$ cat config.mk
export PLATFORM = sky130hd
export DESIGN_NAME = sxh_ram
export DESIGN_NICKNAME = d
export VERILOG_FILES = /design/src/hw/rtl/sxh_ram.sv
export SDC_FILE = /design/constraint.sdc
export NUM_CORES = 2
export LEC_CHECK = 0
export BUFFER_PORTS_ARGS = -buffer_cell sky130_fd_sc_hd__buf_2
export CAP_MARGIN = 20
export CORE_ASPECT_RATIO = 2
export CORE_MARGIN = 5
export CORE_UTILIZATION = 50
export CTS_BUF_LIST = sky130_fd_sc_hd__clkbuf_2 sky130_fd_sc_hd__clkbuf_4 sky130_fd_sc_hd__clkbuf_8
export DETAILED_ROUTE_END_ITERATION = 8
export GPL_ROUTABILITY_DRIVEN = 0
export MAX_ROUTING_LAYER = met4
export PLACE_DENSITY = 0.74
export SLEW_MARGIN = 20
export SYNTH_ARGS = -nofsm -noshare
export SYNTH_HDL_FRONTEND = slang
export SYNTH_SLANG_ARGS = --single-unit
$ cat constraint.sdc
create_clock -name clk -period 5.7 [get_ports clk]
set_clock_uncertainty 0.15 [all_clocks]
set_input_delay 0.285 -clock clk [delete_from_list [all_inputs] [get_ports clk]]
set_output_delay 0.285 -clock clk [all_outputs]
set_load 0.02 [all_outputs]
$ cat src/hw/rtl/sxh_ram.sv
// Generic simple dual-port RAM with a registered read.
`timescale 1ns / 1ps

module sxh_ram #(
    parameter int WIDTH = 8,
    parameter int DEPTH = 256
) (
    input  logic                     clk,
    input  logic                     wr_en,
    input  logic [$clog2(DEPTH)-1:0] wr_addr,
    input  logic [WIDTH-1:0]         wr_data,
    input  logic                     rd_en,
    input  logic [$clog2(DEPTH)-1:0] rd_addr,
    output logic [WIDTH-1:0]         rd_data
);

    logic [WIDTH-1:0] mem_reg [DEPTH];
    logic [WIDTH-1:0] rd_data_reg;

    always_ff @(posedge clk)
    begin
        if (wr_en)
        begin
            mem_reg[wr_addr] <= wr_data;
        end
        if (rd_en)
        begin
            rd_data_reg <= mem_reg[rd_addr];
        end
    end

    assign rd_data = rd_data_reg;

endmodule

After elaboration in Yosys (flattened, before gate mapping):

Memories as Yosys holds them, arrays and structs flattened. A register that Yosys moved wholly into a read port is not among the register bits.
Index checks and enable logic that the tools add are counted.
Widths: inputs -> output; s select.

* register bits: 0
* RAM bits: 2048
* output and inout port bits: 8
* memories: 1

Memories
* mem_reg: words 256, bits a word 8, read ports 1, clocked after Yosys merged registers in 1, wr ports 1, RTL line 17 `logic [WIDTH-1:0] mem_reg [DEPTH];`

* mux-type cells: 2

Operators with widths (number)
* $mux 1: 2

Depth between registers and ports, before layout:

* depth in word-level cells: 2
* gate-level depth with buffers: 11
* depth with buffers taken out: 6

Worst setup path before layout:

Ideal clock, no wire load.

* kind: input -> register
* start: in rd_addr[0]
* end: reg rd_data_reg[2] (netlist: rd_data[2]), read port of mem_reg (data pin)
* library setup time: 0.269 ns
* arrival time: 2.092 ns
* data required time: 5.281 ns
* slack: 3.189 ns
* stages: 9
* path through: buf_6 > buf_12 > buf_8 > buf_2 > mux4_2 > a22oi_1 > a21oi_1 > nor4_1 > nor4_2

RTL lines
* from (decl): RTL line 13 `input logic [$clog2(DEPTH)-1:0] rd_addr,`
* to (decl): RTL line 18 `logic [WIDTH-1:0] rd_data_reg;`

==> impl_metrics.csv <==
group,metric,value,unit
clock_tree,cts_max_level,5,
setup_path,ff2ff_path_depth,5,
global_route,grt_max_degree,217,
logic_synthesis,synthArstFlopShare,0,%
clock_tree,clk_pin_slew_worst_paths,0.07,ns
global_route,antenna_found_initial,17,
floorplanning,initial_utilization,50.2,%
setup_path,cp_cell_sequence,"buf_8 > buf_4 > mux4_2 > mux4_2 > nor2_1 > a2111oi_1 > nor3_1 > nor4_1",
timing,period_share,58.3,%
routing,top_layer_used,"met4",
global_route,overflow,0,
logic_synthesis,syn_avg_cell_area,21.3,um2
setup_path,critPathKind,"input port to flop",
clock_tree,cts_tree,"done",
setup_path,rrSetupSlack,2.69,ns
timing,rsz0062_at_grt,"no",
layout,nNetsFinal,3951,
logic_synthesis,synth_nets,3760,
timing,max_freq,0.301,GHz
timing,maxSlewHeadroom,11.3,%
routing,drt_iter0_drc,4552,
pwr,vdd_drop_max,0.230,mV
routing,route.met2.wl,106000,um
routing,wl_met1,61300,um
setup_path,cp_data_arrival_time,3.79,ns
timing,layout_setup_ws,2.38,ns
layout,final_cells,6218,
logic_synthesis,synth_edf_count,2056,
logic_synthesis,synth_seq_cells,2056,
logic_synthesis,yosysWarnings,0,
timing,tightest_slew,1.33,ns
floorplanning,core,0.159,mm2
pwr,p_leak,26.8,nW
floorplanning,rows,207,
placement,dpl_cell_area,0.0822,mm2
min_path,hold_class,"input port to flop",
timing,drv_slew,0,
outcome,status,"completed",
placement,dp_worst_setup_slack,1.48,ns
clock_tree,clock_path_buffers,4,
routing,routedWlPerCell,31.7,um
layout,largest_register_ffs,2048,
routing,vias,39181,
layout,fin_util,55.1,%
routing,antenna_left,0,
layout,drive_above_1_share,24.9,%
flow_run,maxCapViolations,0,
floorplanning,die_h,574,um
pwr,power.share.sequential,57.9,%
global_route,grt_usage,24.1,%
setup_path,worst-path-max-fanout,84,
setup_path,max_stage_delay,0.86,ns
timing,hold_violations,0,
clock_tree,cts_resized,0,
setup_path,worstSetupStartpoint,"rd_addr[1]",
routing,wirelength,197000,um
pwr,p_int,0.0225,W
timing,layout_min_cycle_time,3.32,ns
routing,vias_per_cell,6.30,
clock_tree,cts-root-buf,"clkbuf_8",
routing,wl_met3,15700,um
pwr,combPwrFrac,5.2,%
placement,hpwl,125000,um
placement,portBuffers,34,
layout,stdcell_area,0.0874,mm2
floorplanning,io_pins,35,
logic_synthesis,ys_types,54,
clock_tree,clk_latency,0.91,ns
logic_synthesis,ys_seq_area_share,77.5,%
placement,dp_cells,5735,
routing,first_pass_iters,6,
setup_path,cp.required,6.17,ns
setup_path,critPathMostFrequentCell,"mux4_2",
floorplanning,die_w,292,um
logic_synthesis,ys.flop_type,"edfxtp_1",
global_route,grt_pass1_vias,41056,
layout,area_growth,9.79,%
timing,setup_viol,0,
floorplanning,die_area,0.168,mm2
timing,fin_tns_setup,0,ns
setup_path,r2r_end,"rd_data[4]",
logic_synthesis,syn_inst,3733,
pwr,clkPwrFrac,36.8,%
clock_tree,numCtsBuffers,268,
clock_tree,post_cts_buffers,0,
logic_synthesis,syn_area,0.0796,mm2
clock_tree,cts_sinks,2056,
setup_path,critPathSlowestCell,"nor3_1",
setup_path,start_kind,"input port",
setup_path,crit_end,"rd_data[4]",
pwr,p_switching,0.00629,W
pwr,powerDensity,330,mW/mm2
pwr,sw_frac_of_total,21.8,%
setup_path,rr_startpoint,"mem_reg[154][4]",
setup_path,cp-end-kind,"flop",
global_route,grt_pass1_wl,286000,um
routing,remaining_drc_errors,0,
-- area by class of cell --
cell class	instances	area [um2]
repair buffers	154	1430
flip-flops and latches	2056	61700
clock inverters	129	900
inverters	2	7.51
well taps	2090	2620
fillers	11518	71300
multi-input cells	1442	16500
diodes	15	37.5
clock buffers	330	4170
-- cell usage after synthesis, drive strengths merged (27+ instances only) --
master	number	area, um2
a22oi	133	998
a21oi	96	480
mux4	456	10300
o221ai	47	418
nand3	34	170
buf	122	1030
edfxtp	2056	61700
nand2	33	124
o22ai	28	175
mux2i	134	1340
nor4	27	188
nor2	282	1060
nor2b	31	194
clkbuf	111	417
-- layer usage --
| layer | global-route usage [%] | vias up |
|---|---|---|
| li1 | - | 16079 |
| met1 | 26.0 | 20321 |
| met2 | 41.7 | 2176 |
| met3 | 3.94 | 605 |
| met4 | 14.2 | 0 |
| met5 | - | - |
-- critical path, delay by kind of cell --
kind / cells / cell delay, ns
AO/OA/AOI/OAI: 1 / 0.09
multiplexers: 2 / 0.94
AND/OR/NAND/NOR: 3 / 1.10
buffers and inverters: 2 / 1.19
-- worst min-delay path by stage --
| stage | startpoint | end | cells past startpoint | slack, ns |
|---|---|---|---|---|
| floorplan | wr_data[0] | mem_reg[0][0] | 0 | 0.23 |
| global placement | wr_data[3] | mem_reg[208][3] | 1 | 0.59 |
| detailed placement | wr_data[3] | mem_reg[210][3] | 1 | 0.60 |
| CTS | wr_addr[3] | mem_reg[206][6] | 3 | 0.004 |
| global route | wr_addr[1] | mem_reg[155][0] | 3 | 0.08 |
| finish | wr_addr[3] | mem_reg[206][6] | 3 | 0.07 |
-- through the flow --
stage | total power (W) | hold slack (ns)
finish | 0.0288 | 0.0726
global route | 0.0297 | 0.0781
CTS | 0.0289 | 0.00353
detailed placement | 0.0185 | 0.605
global placement | 0.0185 | 0.593
floorplan | 0.0178 | 0.234
-- placed cells by master, fill, tap and decap left out, types with 22 or more instances in the layout --
master,Yosys,layout
edfxtp_1,2056,2056
clkinv_1,1,63
o221ai_1,46,46
nor2_1,282,277
buf_4,27,94
mux2i_1,134,134
nor2b_1,31,28
clkbuf_4,0,59
nand2_1,33,33
a21oi_1,96,96
clkinv_2,0,36
nand3_1,34,34
buf_2,31,22
a22oi_1,133,133
clkbuf_8,0,279
o22ai_1,28,28
mux4_2,454,454
-- power by group through the flow --
stage | sequential (W) | clock (W) | combinational [W]
finish | 0.0167 | 0.0106 | 0.00150
global route | 0.0167 | 0.0114 | 0.00156
CTS | 0.0167 | 0.0107 | 0.00150
detailed placement | 0.0170 | 0 | 0.00150
global placement | 0.0170 | 0 | 0.00147
floorplan | 0.0170 | 0 | 0.000810
-- kinds of logic (layout without fill, tap and decap cells) --
logic type | count (synthesis) | after routing | share of synthesized area [%]
DFF | 2056 | 2056 | 77.5
muxes | 591 | 591 | 14.6
and+or+nand+nor | 466 | 466 | 2.63
AOI/OAI and AO/OA | 385 | 385 | 3.42
buffers and inverters | 235 | 615 | 1.83
other | 0 | 15 | 0
-- timing repair --
| item | CTS | global route |
|---|---|---|
| hold buffers | 9 | 0 |
| endpoints found under the hold margin | 427 | 0 |
| setup endpoints to repair | 0 | 0 |
Note: power is estimated with default switching activity, not from simulation.
